File: config.mk
export PLATFORM = sky130hd
export DESIGN_NAME = arp_cache_aging_table_top
export DESIGN_NICKNAME = d
export VERILOG_FILES = /design/src/act_pkg.sv /design/src/arp_cache_aging_table_top.sv /design/src/act_ram.sv
export SDC_FILE = /design/constraint.sdc
export NUM_CORES = 2
export LEC_CHECK = 0
export BUFFER_PORTS_ARGS = -buffer_cell sky130_fd_sc_hd__buf_2
export CAP_MARGIN = 20
export CELL_PAD_IN_SITES_DETAIL_PLACEMENT = 0
export CELL_PAD_IN_SITES_GLOBAL_PLACEMENT = 2
export CORE_ASPECT_RATIO = 0.9
export CORE_UTILIZATION = 50
export DETAILED_ROUTE_END_ITERATION = 10
export PLACE_DENSITY = 0.88
export SKIP_LAST_GASP = 1
export SLEW_MARGIN = 25
export SYNTH_ARGS = -nofsm -noshare
export SYNTH_HDL_FRONTEND = slang
export SYNTH_SLANG_ARGS = --single-unit
File: constraint.sdc
create_clock -name clk -period 12.4 [get_ports clk]
set_input_delay 1.24 -clock clk [delete_from_list [all_inputs] [get_ports clk]]
set_output_delay 1.24 -clock clk [all_outputs]
set_load 0.05 [all_outputs]
File: src/act_pkg.sv
// Package with constants and types of the ARP cache table.
`timescale 1ns / 1ps
package act_pkg;
  localparam int ENTRIES_DEF = 16;
  localparam int IFACE_BITS_DEF = 4;
  localparam int MAX_RESULTS = 16;
  localparam logic [2:0] CMD_RESOLVE = 3'd0;
  localparam logic [2:0] CMD_REPLY = 3'd1;
  localparam logic [2:0] CMD_SET = 3'd2;
  localparam logic [2:0] CMD_TICK = 3'd3;
  localparam logic [2:0] CMD_CLEAN = 3'd4;
  localparam logic [2:0] ST_PENDING = 3'd0;
  localparam logic [2:0] ST_STABLE = 3'd1;
  localparam logic [2:0] ST_REREQ1 = 3'd2;
  localparam logic [2:0] ST_REREQ2 = 3'd3;
  localparam logic [2:0] ST_STATIC = 3'd4;
  localparam logic [3:0] RS_HIT = 4'd0;
  localparam logic [3:0] RS_PENDING = 4'd1;
  localparam logic [3:0] RS_CREATED = 4'd2;
  localparam logic [3:0] RS_NOSRC = 4'd3;
  localparam logic [3:0] RS_FULL = 4'd4;
  localparam logic [3:0] RS_UPDATED = 4'd5;
  localparam logic [3:0] RS_ABSENT = 4'd6;
  localparam logic [3:0] RS_DONE = 4'd7;
  localparam logic [3:0] RS_REQUEST = 4'd8;
  localparam logic [1:0] REG_MAX_AGE = 2'd0;
  localparam logic [1:0] REG_REREQ_AGE = 2'd1;
  localparam logic [1:0] REG_PEND_AGE = 2'd2;
  localparam logic [6:0] AGE_MAX = 7'd127;
  localparam logic [6:0] RST_MAX_AGE = 7'd100;
  localparam logic [6:0] RST_REREQ_AGE = 7'd85;
  localparam logic [6:0] RST_PEND_AGE = 7'd5;
  typedef struct packed {
    logic [3:0] status;
    logic [47:0] found_mac;
    logic [31:0] request_ip;
    logic [3:0] request_iface;
    logic send_request;
    logic last;
  } result_t;
endpackage

File: src/arp_cache_aging_table_top.sv
// Top level of the ARP cache table with aging.
`timescale 1ns / 1ps
// Every slot lives in one RAM word that holds valid, ip, mac, interface, state and age.
// After reset a clearing pass writes all ENTRIES words, one per cycle, and s_tready stays
// low until the pass ends. Resolve, reply update and set entry read the table one
// slot per cycle and yield a single result word. Tick and cleanup handle each slot as
// a read and then a decide with write back. A tick yields one request word per pending
// entry that does not expire, at most 16. When a request word waits at the output, the
// walk stops at the next slot that yields a request word, and at its end, until that
// word leaves. The next command word is taken in the cycle after the last result word
// has left the output register.
module arp_cache_aging_table_top #(
  parameter int ENTRIES = act_pkg::ENTRIES_DEF,
  parameter int IFACE_BITS = act_pkg::IFACE_BITS_DEF
) (
  input  logic         clk,
  input  logic         rst,
  input  logic         s_tvalid,
  output logic         s_tready,
  // command[2:0], ip_address[34:3], mac_address[82:35], iface_id[86:83],
  // new_state[89:87], source_found[90], zero to 95
  input  logic [95:0]  s_tdata,
  output logic         m_tvalid,
  input  logic         m_tready,
  // status[3:0], found_mac[51:4], request_ip[83:52], request_iface[87:84],
  // send_request[88], zero to 95
  output logic [95:0]  m_tdata,
  output logic         m_tlast,
  input  logic         cfg_we,
  input  logic [1:0]   cfg_index,
  input  logic [6:0]   cfg_data
);
  import act_pkg::*;

  localparam int AW = $clog2(ENTRIES);
  localparam int CW = $clog2(ENTRIES + 1);
  localparam int RW = $clog2(MAX_RESULTS + 1);
  localparam int DW = 1 + 32 + 48 + IFACE_BITS + 3 + 7;
  localparam logic [2:0] S_INIT = 3'd0, S_IDLE = 3'd1, S_SCAN = 3'd2, S_HDEC = 3'd3,
    S_WALK = 3'd4, S_DEC = 3'd5;

  logic [6:0] max_age, rerequest_age, max_pending_age;
  logic [2:0] state, state_next;
  logic [2:0] cmd;
  logic [31:0] ip;
  logic [47:0] mac;
  logic [IFACE_BITS-1:0] ifc;
  logic [2:0] nst;
  logic src;
  logic [CW-1:0] idx, idx_next;
  logic rd_pend;
  logic [AW-1:0] rd_idx;
  logic hit, have_free, hit_take, free_take;
  logic [AW-1:0] hit_idx, free_idx;
  logic [47:0] hit_mac;
  logic [IFACE_BITS-1:0] hit_ifc;
  logic [2:0] hit_st;
  logic [6:0] hit_age;
  logic have_req, have_req_next;
  logic [31:0] req_ip, req_ip_next;
  logic [IFACE_BITS-1:0] req_ifc, req_ifc_next;
  logic [RW-1:0] nreq, nreq_next;
  logic we;
  logic [AW-1:0] waddr, raddr;
  logic [DW-1:0] wdata, rdata;
  logic r_valid;
  logic [31:0] r_ip;
  logic [47:0] r_mac;
  logic [IFACE_BITS-1:0] r_ifc;
  logic [2:0] r_st, st_step;
  logic [6:0] r_age, age_inc;
  logic expire, new_req, accept, out_free;
  result_t res, res_next;
  logic res_valid, res_valid_next;

  assign {r_valid, r_ip, r_mac, r_ifc, r_st, r_age} = rdata;
  assign age_inc = (r_age < AGE_MAX) ? r_age + 7'd1 : r_age;
  assign st_step = (r_st == ST_REREQ1) ? ST_REREQ2 : (r_st == ST_REREQ2) ? ST_STABLE : r_st;
  assign expire = (age_inc >= max_age) || (r_st == ST_PENDING && age_inc >= max_pending_age);
  assign new_req = !expire && (r_st == ST_PENDING) && (nreq < RW'(MAX_RESULTS));
  assign raddr = idx[AW-1:0];

  act_ram #(.WIDTH(DW), .DEPTH(ENTRIES)) u_ram (
    .clk(clk), .we(we), .waddr(waddr), .wdata(wdata), .raddr(raddr), .rdata(rdata)
  );

  assign s_tready = (state == S_IDLE) && !res_valid;
  assign accept = s_tvalid && s_tready;
  assign out_free = !res_valid || m_tready;
  assign m_tvalid = res_valid;
  assign m_tlast = res.last;
  assign m_tdata = {7'd0, res.send_request, res.request_iface, res.request_ip,
                    res.found_mac, res.status};

  always_ff @(posedge clk) begin
    if (rst) begin
      max_age <= RST_MAX_AGE;
      rerequest_age <= RST_REREQ_AGE;
      max_pending_age <= RST_PEND_AGE;
    end else if (cfg_we) begin
      case (cfg_index)
        REG_MAX_AGE: max_age <= cfg_data;
        REG_REREQ_AGE: rerequest_age <= cfg_data;
        REG_PEND_AGE: max_pending_age <= cfg_data;
        default: ;
      endcase
    end
  end

  function automatic result_t mk(input logic [3:0] st, input logic lst);
    result_t r;
    r = '0;
    r.status = st;
    r.last = lst;
    return r;
  endfunction

  function automatic result_t mk_req(input logic [31:0] rip,
                                     input logic [IFACE_BITS-1:0] rif, input logic lst);
    result_t r;
    r = '0;
    r.status = RS_REQUEST;
    r.request_ip = rip;
    r.request_iface = 4'(rif);
    r.send_request = 1'b1;
    r.last = lst;
    return r;
  endfunction

  always_comb begin
    state_next = state;
    idx_next = idx;
    res_next = res;
    res_valid_next = res_valid && !m_tready;
    have_req_next = have_req;
    req_ip_next = req_ip;
    req_ifc_next = req_ifc;
    nreq_next = nreq;
    we = 1'b0;
    waddr = idx[AW-1:0];
    wdata = '0;
    hit_take = 1'b0;
    free_take = 1'b0;
    case (state)
      S_INIT: begin
        we = 1'b1;
        idx_next = idx + CW'(1);
        if (idx == CW'(ENTRIES - 1)) begin
          idx_next = '0;
          state_next = S_IDLE;
        end
      end
      S_IDLE: begin
        if (accept) begin
          idx_next = '0;
          have_req_next = 1'b0;
          nreq_next = '0;
          case (s_tdata[2:0])
            CMD_RESOLVE, CMD_REPLY, CMD_SET: state_next = S_SCAN;
            CMD_TICK, CMD_CLEAN: state_next = S_WALK;
            default: begin
              res_next = mk(RS_DONE, 1'b1);
              res_valid_next = 1'b1;
            end
          endcase
        end
      end
      S_SCAN: begin
        if (rd_pend) begin
          if (r_valid && r_ip == ip && !hit) hit_take = 1'b1;
          if (!r_valid && !have_free) free_take = 1'b1;
        end
        if (idx < CW'(ENTRIES)) begin
          idx_next = idx + CW'(1);
        end else begin
          state_next = S_HDEC;
        end
      end
      S_HDEC: begin
        state_next = S_IDLE;
        res_valid_next = 1'b1;
        waddr = hit ? hit_idx : free_idx;
        case (cmd)
          CMD_RESOLVE: begin
            if (hit) begin
              if (hit_st != ST_PENDING) begin
                res_next = mk(RS_HIT, 1'b1);
                res_next.found_mac = hit_mac;
                if (hit_age >= rerequest_age) begin
                  we = 1'b1;
                  wdata = {1'b1, ip, hit_mac, hit_ifc, ST_REREQ1, hit_age};
                  if (src) begin
                    res_next.send_request = 1'b1;
                    res_next.request_ip = ip;
                    res_next.request_iface = 4'(ifc);
                  end
                end
              end else begin
                res_next = mk(RS_PENDING, 1'b1);
              end
            end else if (!src) begin
              res_next = mk(RS_NOSRC, 1'b1);
            end else if (!have_free) begin
              res_next = mk(RS_FULL, 1'b1);
            end else begin
              we = 1'b1;
              wdata = {1'b1, ip, 48'hFFFF_FFFF_FFFF, ifc, ST_PENDING, 7'd0};
              res_next = mk(RS_CREATED, 1'b1);
            end
          end
          CMD_REPLY: begin
            if (hit) begin
              we = 1'b1;
              wdata = {1'b1, ip, mac, ifc, ST_STABLE, 7'd0};
              res_next = mk(RS_UPDATED, 1'b1);
            end else begin
              res_next = mk(RS_ABSENT, 1'b1);
            end
          end
          CMD_SET: begin
            if (hit) begin
              we = 1'b1;
              wdata = {1'b1, ip, mac, ifc, nst, 7'd0};
              res_next = mk(RS_UPDATED, 1'b1);
            end else if (!have_free) begin
              res_next = mk(RS_FULL, 1'b1);
            end else begin
              we = 1'b1;
              wdata = {1'b1, ip, mac, ifc, nst, 7'd0};
              res_next = mk(RS_CREATED, 1'b1);
            end
          end
          default: res_next = mk(RS_DONE, 1'b1);
        endcase
      end
      S_WALK: begin
        if (idx < CW'(ENTRIES)) begin
          state_next = S_DEC;
        end else if (out_free) begin
          state_next = S_IDLE;
          res_valid_next = 1'b1;
          if (have_req) begin
            res_next = mk_req(req_ip, req_ifc, 1'b1);
          end else begin
            res_next = mk(RS_DONE, 1'b1);
          end
        end
      end
      S_DEC: begin
        if (cmd == CMD_CLEAN) begin
          if (r_valid && r_ifc == ifc) begin
            we = 1'b1;
            wdata = {1'b0, r_ip, r_mac, r_ifc, r_st, r_age};
          end
          idx_next = idx + CW'(1);
          state_next = S_WALK;
        end else if (!r_valid || r_st == ST_STATIC) begin
          idx_next = idx + CW'(1);
          state_next = S_WALK;
        end else if (!new_req || !have_req || out_free) begin
          we = 1'b1;
          wdata = {!expire, r_ip, r_mac, r_ifc, st_step, age_inc};
          idx_next = idx + CW'(1);
          state_next = S_WALK;
          if (new_req) begin
            nreq_next = nreq + RW'(1);
            req_ip_next = r_ip;
            req_ifc_next = r_ifc;
            have_req_next = 1'b1;
            if (have_req) begin
              res_next = mk_req(req_ip, req_ifc, 1'b0);
              res_valid_next = 1'b1;
            end
          end
        end
      end
      default: state_next = S_IDLE;
    endcase
  end

  always_ff @(posedge clk) begin
    if (rst) begin
      state <= S_INIT;
      idx <= '0;
      res <= '0;
      res_valid <= 1'b0;
      have_req <= 1'b0;
      req_ip <= '0;
      req_ifc <= '0;
      nreq <= '0;
    end else begin
      state <= state_next;
      idx <= idx_next;
      res <= res_next;
      res_valid <= res_valid_next;
      have_req <= have_req_next;
      req_ip <= req_ip_next;
      req_ifc <= req_ifc_next;
      nreq <= nreq_next;
    end
  end

  always_ff @(posedge clk) begin
    if (rst) begin
      rd_pend <= 1'b0;
      hit <= 1'b0;
      have_free <= 1'b0;
    end else if (accept) begin
      cmd <= s_tdata[2:0];
      ip <= s_tdata[34:3];
      mac <= s_tdata[82:35];
      ifc <= IFACE_BITS'(s_tdata[86:83]);
      nst <= (s_tdata[89:87] > ST_STATIC) ? ST_STATIC : s_tdata[89:87];
      src <= s_tdata[90];
      rd_pend <= 1'b0;
      hit <= 1'b0;
      have_free <= 1'b0;
    end else if (state == S_SCAN) begin
      rd_pend <= (idx < CW'(ENTRIES));
      rd_idx <= idx[AW-1:0];
      if (hit_take) begin
        hit <= 1'b1;
        hit_idx <= rd_idx;
        hit_mac <= r_mac;
        hit_ifc <= r_ifc;
        hit_st <= r_st;
        hit_age <= r_age;
      end
      if (free_take) begin
        have_free <= 1'b1;
        free_idx <= rd_idx;
      end
    end
  end
endmodule

File: src/act_ram.sv
// Generic single-port-write RAM with a registered read.
`timescale 1ns / 1ps
module act_ram #(
  parameter int WIDTH = 8,
  parameter int DEPTH = 16
) (
  input  logic                     clk,
  input  logic                     we,
  input  logic [$clog2(DEPTH)-1:0] waddr,
  input  logic [WIDTH-1:0]         wdata,
  input  logic [$clog2(DEPTH)-1:0] raddr,
  output logic [WIDTH-1:0]         rdata
);
  logic [WIDTH-1:0] mem [DEPTH];
  always_ff @(posedge clk) begin
    if (we) begin
      mem[waddr] <= wdata;
    end
    rdata <= mem[raddr];
  end
endmodule

-- Word level (Yosys, flattened, before mapping)
Memory sizes are Yosys's and may differ from the RTL's. A register that Yosys moved wholly into a read port is not among the register bits.
Index checks and enable logic that the tools add are counted.
- $add $sub $neg: 3
- magnitude comparators: 7
- equality and inequality tests: 35
- multiplexer cells: 98
- bitwise operators: 4
- reductions and logical operators: 50
- operators by type and width (cell ; count):
    95-bit 2-to-1 mux ; 11
    90-bit 2-to-1 mux ; 11
    90-bit case mux with 4 select lines ; 1
    95-bit case mux with 3 select lines ; 1
    90-bit case mux with 3 select lines ; 1
    89-bit 2-to-1 mux ; 3
    95-bit case mux with 2 select lines ; 1
    94-bit 2-to-1 mux ; 1
    88-bit 2-to-1 mux ; 1
    87-bit 2-to-1 mux ; 1
    37-bit 2-to-1 mux ; 2
    5-bit 2-to-1 mux ; 10
    1-bit 2-to-1 mux ; 33
    32-bit == test ; 1
    3-bit 2-to-1 mux ; 10
    2-bit != test (second input constant) ; 11
    3-bit by 2-bit == test with 1-bit output (second input constant) ; 7
    7-bit greater-or-equal comparator ; 3
    5-bit case mux with 4 select lines ; 1
    3-bit == test (second input constant) ; 5
    3-bit case mux with 5 select lines ; 1
    3-bit logical NOT ; 4
    2-bit AND reduction ; 6
    4-bit AND reduction ; 3
    36 further kinds ; 68
- flip-flop bits (word level): 330
- memory bits (writable): 1520
- input port bits: 110
- output and inout port bits: 99
- word-level logic and storage cells: 230
- memories kept: 1
- memory list (memory ; words ; width ; rd ports ; clocked after memory_dff ; wr ports ; line ; RTL):
    u_ram.mem ; 16 ; 95 ; 1 ; 1 ; 1 ; act_ram.sv:14 ; logic [WIDTH-1:0] mem [DEPTH];

-- Longest topological paths before layout
- depth after elaboration: 17
- gate-level depth with buffers: 13
- gate-level depth less buffers: 11

-- Hierarchy
A second synthesis with hierarchy kept.
- cells, all modules: 3708
- area total of the unflattened synthesis: 73402.9 µm²
- modules (own cells, without submodules) (module ; instances ; cells an instance ; area each (µm²) ; sequential area each (µm²)):
    act_ram ; 1 ; 2434 ; 58693.8 ; 47545.6
    arp_cache_aging_table_top ; 1 ; 1274 ; 14709.1 ; 8257.9

-- Least setup slack after synthesis
No wires, ideal clock.
- path kind: input-to-reg
- start: input rst
- end: register hit_age[0], enable pin
- library setup time: 0.571 ns
- arrival time: 6.831 ns
- data required time: 11.829 ns
- path slack: 4.998 ns
- stages on the path: 5
- buffers on the path: 1
- cell sequence: clkbuf_1 nor2_1 nand2_1 or4_1 nor3_1
- longest elaborated chain between the ends: 2
- ends and longest elaborated chain (item ; line ; RTL):
    start, declared ; arp_cache_aging_table_top.sv:17 ; input logic rst,
    1-bit inverter (no source line) ; -- ;
    4-bit AND reduction (no source line) ; -- ;
    end signal, assigned ; arp_cache_aging_table_top.sv:327 ; hit_age <= r_age;
    end, declared ; arp_cache_aging_table_top.sv:58 ; logic [6:0] hit_age;
Every way passes these cells.
A chain may end at the register's enable or synchronous reset.

-- Worst setup path after layout
- start: register u_ram.rdata[0] (read register of u_ram.mem)
- end: memory u_ram.mem[13][0] (netlist bit), enable pin
- longest elaborated chain between the ends: 17
- elaborated cells between the ends (all ways): 19
- those cells by class: add/sub (1); order compare (3); mux (7); reduce/logical (8)
- ends and longest elaborated chain (item ; line ; RTL):
    start, declared ; act_ram.sv:12 ; output logic [WIDTH-1:0] rdata
    7-bit by 1-bit adder with 7-bit output or 7-bit < comparator (tied branches) ; arp_cache_aging_table_top.sv:77 ; assign age_inc = (r_age < AGE_MAX) ? r_age + 7'd1 : r_age;
    7-bit 2-to-1 mux * ; arp_cache_aging_table_top.sv:77 ;
    7-bit greater-or-equal comparator ; arp_cache_aging_table_top.sv:79 ; assign expire = (age_inc >= max_age) || (r_st == ST_PENDING && age_inc >= max_pending_age);
    1-bit logical AND ; arp_cache_aging_table_top.sv:79 ;
    1-bit logical OR * ; arp_cache_aging_table_top.sv:79 ;
    1-bit logical NOT * ; arp_cache_aging_table_top.sv:80 ; assign new_req = !expire && (r_st == ST_PENDING) && (nreq < RW'(MAX_RESULTS));
    1-bit logical AND * (2 in series) ; arp_cache_aging_table_top.sv:80 ;
    1-bit logical NOT * ; arp_cache_aging_table_top.sv:260 ; end else if (!new_req || !have_req || out_free) begin
    1-bit logical OR * (2 in series) ; arp_cache_aging_table_top.sv:260 ;
    1-bit 2-to-1 mux * ; arp_cache_aging_table_top.sv:260 ;
    1-bit 2-to-1 mux * ; arp_cache_aging_table_top.sv:257 ; end else if (!r_valid || r_st == ST_STATIC) begin
    1-bit 2-to-1 mux * ; arp_cache_aging_table_top.sv:250 ; if (cmd == CMD_CLEAN) begin
    1-bit case mux with 3 select lines * ; arp_cache_aging_table_top.sv:144 ; case (state)
    1-bit 2-to-1 mux * ; act_ram.sv:16 ; if (we) begin
    1-bit 2-to-1 mux (implied by the code) * ; act_ram.sv:17 ; mem[waddr] <= wdata;
    end, declared ; act_ram.sv:14 ;
Mark *: on every way between the ends. The rest lies on a longest branch, timed or not.

==> flow_summary.yaml <==
synthesis:
  synthDominantCellAreaShare_pct: 69.0
  ys_seq_area_share_pct: 76.1
  ys_types: 66
  synth_area_mm2: 0.0733
  synth_most_common_cell: "edfxtp_1"
  ys_top_cells_by_area: "edfxtp_1 (69%), mux4_2 (15%), dfxtp_1 (7.1%)"
  ys_warn_count: 0
  synth_top_flop_cell: "edfxtp_1"
  syn_inst: 3582
  avgSynthCellArea_um2: 20.5
  synth_edf_count: 1685
  synth_top_area_cell: "edfxtp_1"
  ys_top_cells_by_count: "edfxtp_1 (1,685), mux4_2 (475), dfxtp_1 (260)"
  synth-async-reset-ratio_pct: 0
  ys_ff_latch: 1945
global_route:
  grt_overflow_total: 0
  met3_usage_pct: 4.99
  grt_pass1_vias: 37334
  grt_util_met2_pct: 38.4
  grt_pass1_wl_um: 257000
  busiest_layer: "met2"
  use_met1_pct: 33.6
  antenna_found_initial: 14
  gr-usage-all-layers_pct: 24.1
  grt_max_degree: 175
placed_design:
  io_buffers: 196
  dp_cells: 5631
  hpwl_um: 95500
  gp_congestion: 0.815
  placed_cell_area_mm2: 0.0771
sta:
  fmax_mhz: 177
  post-route-period-util_pct: 45.5
  setup_viol: 0
  fin_crit_ns: 5.64
  worst_hold_slack_ns: 0.430
  skew_ns: 0.0510
  relSlewSlack_pct: 27.3
  tightest_slew_ns: 1.08
  hold_viol: 0
  rsz0062_at_grt: "no"
  setup_tns_ns: 0
  final_max_slew_viol_count: 0
clock_tree:
  clkLatencyLatePin_ns: 0.83
  root_buffer: "clkbuf_16"
  hold_buffers: 0
  cts_setup_buffers: 0
  cts_resized: 0
  cts_tree: "done"
  clock_sinks: 1945
  cts.clk_slew.worst_paths_ns: 0.06
  cts_buffers: 187
  htreeDepth: 4
  cts_buffer_depth: 3
layout:
  final_area_mm2: 0.0835
  final_cell_count_no_fill: 5986
  post-route-util_pct: 57.7
  drive_gt1_share_pct: 28.1
  synthToLayoutAreaGrowth_pct: 13.8
  layout.nets: 4014
route:
  avgRoutedWirePerCell_um: 29.7
  drtAntennaViolNets: 0
  routed_wl_um: 178000
  via_count: 37269
  via_per_inst: 6.23
  drc: 0
  firstDrtPassIters: 5
  drt_iter0_drc: 4436
hold_path:
  min_to: "hit_mac[26]"
  holdCritStartpoint: "u_ram.rdata[40]"
  holdPathStages: 0
  hold_class: "register to register"
power_and_ir_drop:
  p_leak_nw: 27.4
  power_density_mw_per_mm2: 166
  peakVddDrop_mv: 0.120
worst_setup_path:
  worstPathMaxFanout: 38
  crit_start: "u_ram.rdata[0]"
  r2r-end: "u_ram.mem[13][0]"
  critPathRequiredTime_ns: 12.81
  r2r_slack_ns: 6.76
  r2r_start: "u_ram.rdata[0]"
  reg2reg_depth: 14
  endpoint_kind: "register"
  critPathLaunchType: "register"
  path_class: "register to register"
  arrival_ns: 6.05
die:
  dieArea_mm2: 0.148
  die_w_um: 406
  rows: 132
  die_y_um: 365
  io_pins: 209
  start_util_pct: 50.7
  core_area_mm2: 0.145
status:
  status: "complete, no violations"
flow_run:
  max-cap-violations: 0
-- power breakdown --
| group | switching, mW | leakage [nW] | internal, mW |
|---|---|---|---|
| registers | 0.112 | 18.4 | 7.23 |
| clock network | 2.47 | 3.11 | 3.36 |
| logic | 0.382 | 5.90 | 0.307 |
-- worst max path at each step --
stage                   endpoint  slack (ns)
6_report        u_ram.mem[13][0]        6.76
5_1_grt         u_ram.mem[13][0]        6.43
4_1_cts         u_ram.mem[13][0]        6.72
3_5_place_dp   u_ram.mem[13][20]        6.71
3_3_place_gp   u_ram.mem[13][20]        6.47
2_1_floorplan         hit_age[0]        5.00
-- final cells by class --
type                       instances  area [µm²]
clock inverter                   108        1300
inverter                          70         263
clock buffer                     244        5050
timing repair buffer             317        1980
antenna                            2        5.00
fill                           10441       61200
multi-input combinational       1357       16600
tap                             1943        2430
sequential                      1945       55800
-- sequential cells by signal, indices dropped and copies added (netlist names), 32 cells and up --
signal       count
ip              32
u_ram.mem     1520
mac             48
hit_mac         48
req_ip          32
m_tdata         89
u_ram.rdata     95
-- metrics by stage --
step / setup WS [ns] / power, mW
2_1_floorplan: 5.00 / 7.93
4_1_cts: 6.72 / 13.9
3_5_place_dp: 6.71 / 8.16
5_1_grt: 6.43 / 14.2
6_report: 6.76 / 13.9
3_3_place_gp: 6.47 / 8.15
-- routing by layer --
layer / share of wire, % / vias to the layer above
met5: 0.016 / -
met4: 2.9 / 4
met3: 8.6 / 288
met2: 49 / 1878
met1: 40 / 19701
li1: - / 15398
-- cell families after synthesis --
family | after synthesis | share of synthesized area [%]
and+or+nand+nor | 371 | 2.31
DFF | 1945 | 76.1
buffers and inverters | 286 | 1.62
adders and majority gates | 26 | 0.444
AOI/OAI and AO/OA | 414 | 4.15
other | 1 | 0.00511
xor gates and xnor gates | 41 | 0.490
muxes | 498 | 14.9
-- placed cells by master, fill, tap and decap left out, drive strengths merged, types with 22 or more instances in the layout --
cell type  count
a21oi         63
a221oi        49
a22o          37
a22oi         42
a32o          49
buf          317
bufinv        22
clkbuf       244
clkinv        71
dfxtp        260
edfxtp      1685
ha            26
inv           78
mux2i         22
mux4         475
nand2        195
nor2          65
o21ai         83
o32ai         38
xor2          32
-- worst max-delay path: stages (launching register included) --
cell and delay, ns:
dfxtp_1 0.46, and3_1 0.26, nand4_1 0.23, and2_1 0.26, ha_1 0.27, nor2b_1 0.04
o21ai_0 0.45, a21oi_1 0.31, a41oi_4 0.33, a211oi_4 0.05, buf_4 0.30, nor2_4 0.58
buf_16 0.24, buf_4 0.64, buf_4 0.78
Note: power is estimated with default switching activity, not from simulation.
